$ cat src/rtl/esd_pkg.sv
`timescale 1ns / 1ps
`default_nettype none
// ----------------------------------------------------------------------------
// Escape sequence decoder package
// Shared request types, character codes and the control interface between
// the sequencing controller and the decoding datapath.
// ----------------------------------------------------------------------------
package esd_pkg;

    // One input request: a text character and the end-of-text flag.
    typedef struct packed {
        logic [7:0] in_char;
        logic       in_last;
    } in_item_t;

    // One output request: a decoded character and the terminator flag.
    typedef struct packed {
        logic [7:0] out_char;
        logic       out_last;
    } out_item_t;

    // Character codes recognized by the decoder.
    localparam logic [7:0] CHAR_BACKSLASH = 8'h5C;
    localparam logic [7:0] CHAR_R         = 8'h72;
    localparam logic [7:0] CHAR_N         = 8'h6E;
    localparam logic [7:0] CHAR_T         = 8'h74;
    localparam logic [7:0] CHAR_ZERO      = 8'h30;
    localparam logic [7:0] CHAR_B         = 8'h62;
    localparam logic [7:0] CHAR_O         = 8'h6F;
    localparam logic [7:0] CHAR_D         = 8'h64;
    localparam logic [7:0] CHAR_X         = 8'h78;
    localparam logic [7:0] CODE_CR        = 8'h0D;
    localparam logic [7:0] CODE_LF        = 8'h0A;
    localparam logic [7:0] CODE_TAB       = 8'h09;
    localparam logic [7:0] CODE_NUL       = 8'h00;

    // Number of digit registers kept for a failed numeric escape.
    localparam int HELD_DEPTH = 7;

    // Output sequence of one input request. Each part is optional and the
    // parts always go out in this order: backslash, letter, held digits,
    // character, terminator.
    typedef struct packed {
        logic       bs;
        logic       letter;
        logic [2:0] held;
        logic       chr;
        logic       nul;
    } plan_t;

    // Source of the character loaded into the output register.
    typedef enum logic [2:0] {
        SRC_BS,
        SRC_LETTER,
        SRC_HELD,
        SRC_CHAR,
        SRC_NUL
    } src_t;

    // Commands from the controller to the datapath.
    typedef struct packed {
        logic load;
        logic emit;
        src_t src;
        logic held_step;
    } esd_cmd_t;

    // Status from the datapath to the controller.
    typedef struct packed {
        plan_t plan_in;
        plan_t plan;
        logic  held_last;
        logic  out_free;
    } esd_stat_t;

endpackage
`default_nettype wire

$ cat src/rtl/esd_datapath.sv
`timescale 1ns / 1ps
`default_nettype none
// ----------------------------------------------------------------------------
// Escape sequence decoder datapath
// Holds the escape state, digit registers and accumulator, works out the
// output sequence of each request and drives the output register.
// ----------------------------------------------------------------------------
module esd_datapath (
    input  wire logic              clk,
    input  wire logic              rst_n,
    input  wire esd_pkg::in_item_t text,
    input  wire esd_pkg::esd_cmd_t cmd,
    output esd_pkg::esd_stat_t     stat,
    output esd_pkg::out_item_t     dec,
    output logic                   dec_valid,
    input  wire logic              dec_ready
);

    typedef enum logic [1:0] {
        PH_IDLE,
        PH_SLASH,
        PH_DIGITS
    } phase_t;

    typedef enum logic [1:0] {
        KIND_BIN,
        KIND_OCT,
        KIND_DEC,
        KIND_HEX
    } kind_t;

    // Value of a hex character in bits 3:0; bit 4 is set when it is a digit.
    function automatic logic [4:0] hex_value(input logic [7:0] c);
        logic [4:0] v;
        v = '0;
        if (c >= 8'h30 && c <= 8'h39) begin
            v = {1'b1, 4'(c - 8'h30)};
        end else if (c >= 8'h61 && c <= 8'h66) begin
            v = {1'b1, 4'(c - 8'h57)};
        end else if (c >= 8'h41 && c <= 8'h46) begin
            v = {1'b1, 4'(c - 8'h37)};
        end
        return v;
    endfunction

    // Escape letter that introduces each numeric kind.
    function automatic logic [7:0] kind_letter(input kind_t k);
        logic [7:0] l;
        unique case (k)
            KIND_BIN: l = esd_pkg::CHAR_B;
            KIND_OCT: l = esd_pkg::CHAR_O;
            KIND_DEC: l = esd_pkg::CHAR_D;
            KIND_HEX: l = esd_pkg::CHAR_X;
            default:  l = esd_pkg::CHAR_B;
        endcase
        return l;
    endfunction

    // Escape state.
    phase_t         phase_reg, phase_next;
    kind_t          kind_reg, kind_next;
    logic [2:0]     hc_reg, hc_next;
    logic [9:0]     acc_reg, acc_next;
    logic [7:0]     held_reg [esd_pkg::HELD_DEPTH];
    logic           held_we;

    // Registered output sequence of the current request.
    esd_pkg::plan_t plan_reg, plan_next;
    logic [7:0]     letter_reg, letter_next;
    logic [7:0]     char_reg, char_next;
    logic [2:0]     idx_reg;

    // Output register.
    esd_pkg::out_item_t out_reg;
    logic               out_valid_reg;
    esd_pkg::out_item_t out_src;

    // Digit decode helpers.
    logic [7:0] c;
    logic       last;
    logic [4:0] hv;
    logic       digit_ok;
    logic       complete;
    logic [9:0] acc_scaled;
    logic [9:0] acc_new;
    logic       plain_slash;

    assign c           = text.in_char;
    assign last        = text.in_last;
    assign hv          = hex_value(c);
    assign plain_slash = (c == esd_pkg::CHAR_BACKSLASH) && !last;

    // Digit check against the base and the accumulator step (mod 1024).
    always_comb
    begin
        unique case (kind_reg)
            KIND_BIN:
            begin
                digit_ok   = hv[4] && (hv[3:1] == 3'd0);
                complete   = (hc_reg == 3'd7);
                acc_scaled = {acc_reg[8:0], 1'b0};
            end
            KIND_OCT:
            begin
                digit_ok   = hv[4] && !hv[3];
                complete   = (hc_reg >= 3'd2);
                acc_scaled = {acc_reg[6:0], 3'b000};
            end
            KIND_DEC:
            begin
                digit_ok   = hv[4] && (hv[3:0] < 4'd10);
                complete   = (hc_reg >= 3'd2);
                acc_scaled = {acc_reg[6:0], 3'b000} + {acc_reg[8:0], 1'b0};
            end
            KIND_HEX:
            begin
                digit_ok   = hv[4];
                complete   = (hc_reg >= 3'd1);
                acc_scaled = {acc_reg[5:0], 4'b0000};
            end
            default:
            begin
                digit_ok   = 1'b0;
                complete   = 1'b0;
                acc_scaled = '0;
            end
        endcase
        acc_new = acc_scaled + {6'd0, hv[3:0]};
    end

    // Next escape state and output sequence of the offered request.
    always_comb
    begin
        phase_next  = phase_reg;
        kind_next   = kind_reg;
        hc_next     = hc_reg;
        acc_next    = acc_reg;
        letter_next = letter_reg;
        char_next   = char_reg;
        held_we     = 1'b0;
        plan_next   = '0;

        unique case (phase_reg)
            PH_SLASH:
            begin
                phase_next    = PH_IDLE;
                plan_next.nul = last;
                unique case (c)
                    esd_pkg::CHAR_R:
                    begin
                        plan_next.chr = 1'b1;
                        char_next     = esd_pkg::CODE_CR;
                    end
                    esd_pkg::CHAR_N:
                    begin
                        plan_next.chr = 1'b1;
                        char_next     = esd_pkg::CODE_LF;
                    end
                    esd_pkg::CHAR_ZERO:
                    begin
                        plan_next.chr = 1'b1;
                        char_next     = esd_pkg::CODE_NUL;
                    end
                    esd_pkg::CHAR_T:
                    begin
                        plan_next.chr = 1'b1;
                        char_next     = esd_pkg::CODE_TAB;
                    end
                    esd_pkg::CHAR_BACKSLASH:
                    begin
                        plan_next.chr = 1'b1;
                        char_next     = esd_pkg::CHAR_BACKSLASH;
                    end
                    esd_pkg::CHAR_B, esd_pkg::CHAR_O, esd_pkg::CHAR_D, esd_pkg::CHAR_X:
                    begin
                        if (last)
                        begin
                            plan_next.bs     = 1'b1;
                            plan_next.letter = 1'b1;
                            letter_next      = c;
                        end
                        else
                        begin
                            phase_next = PH_DIGITS;
                            hc_next    = '0;
                            acc_next   = '0;
                            if (c == esd_pkg::CHAR_B)
                            begin
                                kind_next = KIND_BIN;
                            end
                            else if (c == esd_pkg::CHAR_O)
                            begin
                                kind_next = KIND_OCT;
                            end
                            else if (c == esd_pkg::CHAR_D)
                            begin
                                kind_next = KIND_DEC;
                            end
                            else
                            begin
                                kind_next = KIND_HEX;
                            end
                        end
                    end
                    default:
                    begin
                        // Unknown escape passes through literally.
                        plan_next.bs     = 1'b1;
                        plan_next.letter = 1'b1;
                        letter_next      = c;
                    end
                endcase
            end
            PH_DIGITS:
            begin
                if (!digit_ok)
                begin
                    // Failed escape: replay it, then treat the byte as plain text.
                    plan_next.bs     = 1'b1;
                    plan_next.letter = 1'b1;
                    plan_next.held   = hc_reg;
                    letter_next      = kind_letter(kind_reg);
                    hc_next          = '0;
                    acc_next         = '0;
                    phase_next       = plain_slash ? PH_SLASH : PH_IDLE;
                    plan_next.chr    = !plain_slash;
                    plan_next.nul    = last;
                    char_next        = c;
                end
                else if (complete)
                begin
                    plan_next.chr = 1'b1;
                    plan_next.nul = last;
                    char_next     = acc_new[7:0];
                    hc_next       = '0;
                    acc_next      = '0;
                    phase_next    = PH_IDLE;
                end
                else
                begin
                    held_we  = 1'b1;
                    hc_next  = hc_reg + 3'd1;
                    acc_next = acc_new;
                    if (last)
                    begin
                        // Text ends inside the digits: replay everything.
                        plan_next.bs     = 1'b1;
                        plan_next.letter = 1'b1;
                        plan_next.held   = hc_reg + 3'd1;
                        plan_next.nul    = 1'b1;
                        letter_next      = kind_letter(kind_reg);
                        hc_next          = '0;
                        acc_next         = '0;
                        phase_next       = PH_IDLE;
                    end
                end
            end
            default:
            begin
                phase_next    = plain_slash ? PH_SLASH : PH_IDLE;
                plan_next.chr = !plain_slash;
                plan_next.nul = last;
                char_next     = c;
            end
        endcase
    end

    // Control state of the escape decoder.
    always_ff @(posedge clk or negedge rst_n)
    begin
        if (!rst_n)
        begin
            phase_reg <= PH_IDLE;
            kind_reg  <= KIND_BIN;
            hc_reg    <= '0;
            acc_reg   <= '0;
            plan_reg  <= '0;
            idx_reg   <= '0;
        end
        else
        begin
            if (cmd.load)
            begin
                phase_reg <= phase_next;
                kind_reg  <= kind_next;
                hc_reg    <= hc_next;
                acc_reg   <= acc_next;
                plan_reg  <= plan_next;
                idx_reg   <= '0;
            end
            else if (cmd.held_step)
            begin
                idx_reg <= idx_reg + 3'd1;
            end
        end
    end

    // Payload registers: digits, letter and character to emit.
    always_ff @(posedge clk)
    begin
        if (cmd.load)
        begin
            letter_reg <= letter_next;
            char_reg   <= char_next;
            if (held_we)
            begin
                held_reg[hc_reg] <= c;
            end
        end
    end

    // Select the character for the output register.
    always_comb
    begin
        unique case (cmd.src)
            esd_pkg::SRC_BS:     out_src = '{out_char: esd_pkg::CHAR_BACKSLASH, out_last: 1'b0};
            esd_pkg::SRC_LETTER: out_src = '{out_char: letter_reg, out_last: 1'b0};
            esd_pkg::SRC_HELD:   out_src = '{out_char: held_reg[idx_reg], out_last: 1'b0};
            esd_pkg::SRC_CHAR:   out_src = '{out_char: char_reg, out_last: 1'b0};
            esd_pkg::SRC_NUL:    out_src = '{out_char: esd_pkg::CODE_NUL, out_last: 1'b1};
            default:             out_src = '{out_char: esd_pkg::CODE_NUL, out_last: 1'b0};
        endcase
    end

    // Output register valid flag.
    always_ff @(posedge clk or negedge rst_n)
    begin
        if (!rst_n)
        begin
            out_valid_reg <= 1'b0;
        end
        else if (cmd.emit)
        begin
            out_valid_reg <= 1'b1;
        end
        else if (dec_ready)
        begin
            out_valid_reg <= 1'b0;
        end
    end

    // Output register payload.
    always_ff @(posedge clk)
    begin
        if (cmd.emit)
        begin
            out_reg <= out_src;
        end
    end

    assign dec       = out_reg;
    assign dec_valid = out_valid_reg;

    // Status for the controller.
    assign stat.plan_in   = plan_next;
    assign stat.plan      = plan_reg;
    assign stat.held_last = (idx_reg == (plan_reg.held - 3'd1));
    assign stat.out_free  = !out_valid_reg || dec_ready;

endmodule
`default_nettype wire

$ cat src/rtl/esd_ctrl.sv
`timescale 1ns / 1ps
`default_nettype none
// ----------------------------------------------------------------------------
// Escape sequence decoder controller
// Accepts one request at a time and walks its output sequence, one result
// per cycle whenever the output register is free.
// ----------------------------------------------------------------------------
module esd_ctrl (
    input  wire logic               clk,
    input  wire logic               rst_n,
    input  wire logic               text_valid,
    output logic                    text_ready,
    input  wire esd_pkg::esd_stat_t stat,
    output esd_pkg::esd_cmd_t       cmd
);

    typedef enum logic [2:0] {
        ST_IDLE,
        ST_BS,
        ST_LETTER,
        ST_HELD,
        ST_CHAR,
        ST_NUL
    } state_t;

    // Position of each part in the output sequence.
    localparam logic [2:0] RANK_BS     = 3'd0;
    localparam logic [2:0] RANK_LETTER = 3'd1;
    localparam logic [2:0] RANK_HELD   = 3'd2;
    localparam logic [2:0] RANK_CHAR   = 3'd3;
    localparam logic [2:0] RANK_NUL    = 3'd4;

    // First part of the sequence at or after the given position.
    function automatic state_t first_from(input esd_pkg::plan_t p, input logic [2:0] rank);
        state_t s;
        priority if (rank <= RANK_BS && p.bs)
        begin
            s = ST_BS;
        end
        else if (rank <= RANK_LETTER && p.letter)
        begin
            s = ST_LETTER;
        end
        else if (rank <= RANK_HELD && p.held != 3'd0)
        begin
            s = ST_HELD;
        end
        else if (rank <= RANK_CHAR && p.chr)
        begin
            s = ST_CHAR;
        end
        else if (rank <= RANK_NUL && p.nul)
        begin
            s = ST_NUL;
        end
        else
        begin
            s = ST_IDLE;
        end
        return s;
    endfunction

    state_t state_reg, state_next;
    logic   ready_reg;

    // Next state and datapath commands.
    always_comb
    begin
        state_next    = state_reg;
        cmd.load      = 1'b0;
        cmd.emit      = 1'b0;
        cmd.src       = esd_pkg::SRC_BS;
        cmd.held_step = 1'b0;

        unique case (state_reg)
            ST_IDLE:
            begin
                if (text_valid && ready_reg)
                begin
                    cmd.load   = 1'b1;
                    state_next = first_from(stat.plan_in, RANK_BS);
                end
            end
            ST_BS:
            begin
                cmd.src = esd_pkg::SRC_BS;
                if (stat.out_free)
                begin
                    cmd.emit   = 1'b1;
                    state_next = first_from(stat.plan, RANK_LETTER);
                end
            end
            ST_LETTER:
            begin
                cmd.src = esd_pkg::SRC_LETTER;
                if (stat.out_free)
                begin
                    cmd.emit   = 1'b1;
                    state_next = first_from(stat.plan, RANK_HELD);
                end
            end
            ST_HELD:
            begin
                cmd.src = esd_pkg::SRC_HELD;
                if (stat.out_free)
                begin
                    cmd.emit = 1'b1;
                    if (stat.held_last)
                    begin
                        state_next = first_from(stat.plan, RANK_CHAR);
                    end
                    else
                    begin
                        cmd.held_step = 1'b1;
                    end
                end
            end
            ST_CHAR:
            begin
                cmd.src = esd_pkg::SRC_CHAR;
                if (stat.out_free)
                begin
                    cmd.emit   = 1'b1;
                    state_next = first_from(stat.plan, RANK_NUL);
                end
            end
            ST_NUL:
            begin
                cmd.src = esd_pkg::SRC_NUL;
                if (stat.out_free)
                begin
                    cmd.emit   = 1'b1;
                    state_next = ST_IDLE;
                end
            end
            default:
            begin
                state_next = ST_IDLE;
            end
        endcase
    end

    // State and registered ready.
    always_ff @(posedge clk or negedge rst_n)
    begin
        if (!rst_n)
        begin
            state_reg <= ST_IDLE;
            ready_reg <= 1'b0;
        end
        else
        begin
            state_reg <= state_next;
            ready_reg <= (state_next == ST_IDLE);
        end
    end

    assign text_ready = ready_reg;

endmodule
`default_nettype wire

$ cat src/rtl/escape_sequence_decoder.sv
`timescale 1ns / 1ps
`default_nettype none
// ----------------------------------------------------------------------------
// Escape sequence decoder
// Decodes backslash escapes in a character stream and appends a terminating
// NUL after the last character of each text.
// ----------------------------------------------------------------------------
// Usage:
//   The text channel (text_valid, text_ready, text) takes one character per
//   request, with in_last set on the final character of a text. The dec
//   channel (dec_valid, dec_ready, dec) returns decoded characters; the
//   appended NUL carries out_last.
//   One request is worked on at a time. A request is first loaded into the
//   sequence registers; its results then go out one by one through the
//   output register while the receiver keeps dec_ready high. A request
//   yields none for a backslash, a letter opening a numeric escape, or a
//   digit inside one, and at most 11 results, when a failed binary escape
//   is replayed together with the breaking character and NUL.
//   The throughput is set by the controller walking the output sequence
//   through the single output register.
//   After reset the decoder is idle with no escape pending; text_ready is
//   registered and rises after reset is released.
//   When the receiver stalls, the pending result stays in the output
//   register and the controller waits; no result is lost or repeated.
// ----------------------------------------------------------------------------
module escape_sequence_decoder (
    input  wire logic              clk,
    input  wire logic              rst_n,
    input  wire logic              text_valid,
    output logic                   text_ready,
    input  wire esd_pkg::in_item_t text,
    output logic                   dec_valid,
    input  wire logic              dec_ready,
    output esd_pkg::out_item_t     dec
);

    esd_pkg::esd_cmd_t  cmd;
    esd_pkg::esd_stat_t stat;

    // Sequencing controller.
    esd_ctrl u_ctrl (
        .clk        (clk),
        .rst_n      (rst_n),
        .text_valid (text_valid),
        .text_ready (text_ready),
        .stat       (stat),
        .cmd        (cmd)
    );

    // Decoding datapath with the output register.
    esd_datapath u_datapath (
        .clk       (clk),
        .rst_n     (rst_n),
        .text      (text),
        .cmd       (cmd),
        .stat      (stat),
        .dec       (dec),
        .dec_valid (dec_valid),
        .dec_ready (dec_ready)
    );

endmodule
`default_nettype wire

$ cat config.mk
export PLATFORM = sky130hd
export DESIGN_NAME = escape_sequence_decoder
export DESIGN_NICKNAME = d
export VERILOG_FILES = /design/src/rtl/esd_pkg.sv /design/src/rtl/esd_datapath.sv /design/src/rtl/esd_ctrl.sv /design/src/rtl/escape_sequence_decoder.sv
export SDC_FILE = /design/constraint.sdc
export NUM_CORES = 1
export LEC_CHECK = 0
export ABC_AREA = 1
export BUFFER_PORTS_ARGS = -buffer_cell sky130_fd_sc_hd__buf_4
export CAP_MARGIN = 0
export CORE_MARGIN = 8
export CORE_UTILIZATION = 30
export DETAILED_ROUTE_END_ITERATION = 10
export MAX_ROUTING_LAYER = met4
export PLACE_DENSITY = 0.56
export SYNTH_ARGS = -nofsm -noshare
export SYNTH_HDL_FRONTEND = slang
export SYNTH_SLANG_ARGS = --single-unit
$ cat constraint.sdc
create_clock -name clk -period 8.63 [get_ports clk]
set_input_delay 1.726 -clock clk [delete_from_list [all_inputs] [get_ports clk]]
set_output_delay 1.726 -clock clk [all_outputs]
set_load 0.01 [all_outputs]
==> impl_metrics.tcl <==
set metrics [dict create \
    crit_fanout 13 \
    reg2reg_from "u_datapath.kind_reg[0]" \
    tightest_slew_ns 1.15 \
    synth_seq_area_share_pct 52.3 \
    num_vias 4531 \
    status "finished, final reports clean" \
    vias_per_cell 4.85 \
    slowest_delay_ns 0.82 \
    grtUsageMet2_pct 21.7 \
    pre_cts_slack_ns 3.69 \
    gp_congestion 0.942 \
    rows 51 \
    yosysUniqueCellTypes 51 \
    r2r_end "u_datapath.char_reg[7]" \
    synth_area_leaders "edfxtp_1 (41%), dfrtp_1 (12%), nand2_1 (8.1%), ha_1 (5.0%), inv_1 (4.5%)" \
    die-area_sq_mm 0.0247 \
    initial_core_util_pct 30.7 \
    clkSlewWorstSetupHoldPaths_ns 0.08 \
    rsz0062_at_grt "false" \
    crit_type "in -> reg" \
    worstPathRequired_ns 8.60 \
    synth_top_cell_area_share_pct 40.6 \
    overflow 0 \
    period_share_pct 53.2 \
    grt_pass1_wl_microns 24200 \
    synth_async_sr_flop_share_pct 25.7 \
    postSynthCellCount 645 \
    power_density_mw_per_mm2 251 \
    synthMuxAreaShare_pct 0 \
    synthAdderAreaFrac_pct 5.69 \
    synthSimpleGateAreaFrac_pct 21.1 \
    setup.worst_path.start "text[1]" \
    grt-busiest-layer "met2" \
    grt_max_degree 29 \
    final_common_cell "nand2_1" \
    timing.slew.headroom_pct 23.0 \
    yosys_warnings 0 \
    post-route-drc-count 0 \
    dr.first_iter.drc_count 280 \
    final_cell_mix "nand2_1 (129), edfxtp_1 (81), inv_1 (71)" \
    die_x_microns 157 \
    r2r_cells 14 \
    synth_area_leader_cell "edfxtp_1" \
    nNetsFinal 704 \
    layout_setup_ws_ns 4.04 \
    io_pins 24 \
    worst_path_max_delay_cell "nor3_1" \
    whs_ns 0.516 \
    ir_drop_v 0.0000951 \
    cts_buffer_depth 2 \
    maxCapViolations 0 \
    drive_gt1_share_pct 11.2 \
    synth_xor_area_share_pct 1.46 \
    tns_ns 0 \
    holdPathEnd "u_datapath.stat[5]" \
    ys_ff_latch 109 \
    synth_top_flop_cell "edfxtp_1" \
    min_path_type "reg -> reg" \
    crit_chain "buf_4, inv_1, ha_1, nor2_1, nand2_1, nand3_4, nand2_4, nand3_2, nand2_1, nand2_1, nand2_2, nand2_4, nand2_4, nor2_2, nand2_2, nor3_2, inv_1, nor3_1" \
    wl_microns 15300 \
    htreeDepth 3 \
    worst_setup_path_end_kind "flip-flop" \
    fp.dieH_microns 157 \
    finalSetupViolCount 0 \
    ctsHoldBuffers 0 \
    crit_path_start_kind "input pin" \
    cts_resized 0 \
    wl_per_cell_microns 16.3 \
    min_path_cells 2 \
    ant_nets 0 \
    path_buf_inv 3 \
    period_needed_ns 4.59 \
    track_usage_pct 13.1 \
    synth_nets 684 \
    syn_area_per_cell_sq_um 9.28 \
    antenna_cells 0 \
    core-area_sq_mm 0.0195 \
    synth_edf_count 81 \
    tritoncts "done" \
    io_buffers 23 \
    hold_viol 0 \
    drt_first_pass_iters 4 \
    largest_reg_flops 56 \
    met3_usage_pct 2.52 \
    clock_latency_ns 0.35 \
    area_growth_pct 12.6 \
    antenna_found_initial 0 \
    hp-start "u_datapath.stat[5]" \
    grt_use_met1_pct 16.1 \
    p_total_mw 1.69 \
    clock_sinks 109 \
    postCtsSetupBuffers 0 \
    hpwl_microns 11200 \
    grt_pass1_vias 4398 \
    synth_top_family_by_area "simple AND/OR/NAND/NOR gates" \
    syn_area_sq_mm 0.00599 \
    synth-compound-area-share_pct 13.1 \
    r2r_slack_ns 5.08 \
    worstPathArrival_ns 4.56 \
    p_leak_nw 2.72 \
    crit_family "simple AND/OR/NAND/NOR gates" \
    tritoncts.num_buffers 9 \
    max_freq_ghz 0.218 \
    fin_skew_ns 0.00993 \
    maxSlewViolCount 0 \
    post-route-util_pct 34.5 \
    cts_root_buffer "clkbuf_16" \
]
[power by group]
part	total, mW	internal (mW)	switching [mW]
clock	0.411	0.204	0.207
combinational	0.576	0.199	0.377
sequential	0.702	0.651	0.0514
[final cells by class]
type	count	area, sq um
inverters	79	297
well taps	265	332
repair buffers	27	203
fillers	2044	12800
flip-flops and latches	109	3130
multi-input cells	439	2480
clock buffers	9	225
clock inverters	7	72.6
[cells in the mapped netlist (2+ instances only)]
cell type    n
nand2_4      3
nand2_1    129
o22ai_1      6
nand3_1     34
nor2_1      58
o211ai_1     8
nor3_1      13
nor2_2       3
nand4_1      9
o21ai_1      8
a31oi_1      5
buf_1        2
clkinv_1     4
o21ai_0     37
o31ai_1      9
edfxtp_1    81
o21a_1       2
nor3_2       2
inv_2        4
dfrtp_1     28
nand3_2      6
a21oi_1     34
ha_1        24
inv_1       71
a22oi_1      3
nor2_4       2
fa_1         2
xor2_1       6
nand2_2      8
a32o_1       7
clkbuf_1    14
xnor2_1      4
[layer usage]
layer  routed length [microns]  vias up
met2                      7360      125
met1                      6970     2130
li1                          -     2263
met4                       225        0
met5                         0        -
met3                       705       13
[worst max path at each step]
| stage | to | depth (start not counted) |
|---|---|---|
| floorplan | u_datapath.char_reg[7] | 15 |
| global placement | u_datapath.held_reg[4][3] | 18 |
| detailed placement | u_datapath.held_reg[4][3] | 18 |
| CTS | u_datapath.held_reg[4][1] | 18 |
| global route | u_datapath.held_reg[4][5] | 18 |
| finish | u_datapath.held_reg[4][4] | 18 |
[logic make-up after synthesis]
family | Yosys count
flip-flops | 109
adder cells (fa/ha/maj) | 26
AO/OA/AOI/OAI | 129
AND/OR/NAND/NOR | 274
XOR/XNOR | 10
buffers and inverters | 97
[stage by stage]
stage / cell area [sq um] / std cells
finish: 6740 / 935
detailed placement: 6440 / 919
global placement: 6440 / 919
floorplan: 5990 / 645
CTS: 6740 / 935
global route: 6740 / 935
[worst register-to-register path, delay by kind of cell (launching register included)]
kind,cells,cell delay (ns)
adder cells (fa/ha/maj),3,0.90
buffers and inverters,3,0.49
AND/OR/NAND/NOR,4,0.70
flip-flops,1,0.42
XOR/XNOR,1,0.24
AO/OA/AOI/OAI,3,0.56
Note: power is estimated with default switching activity, not from simulation.
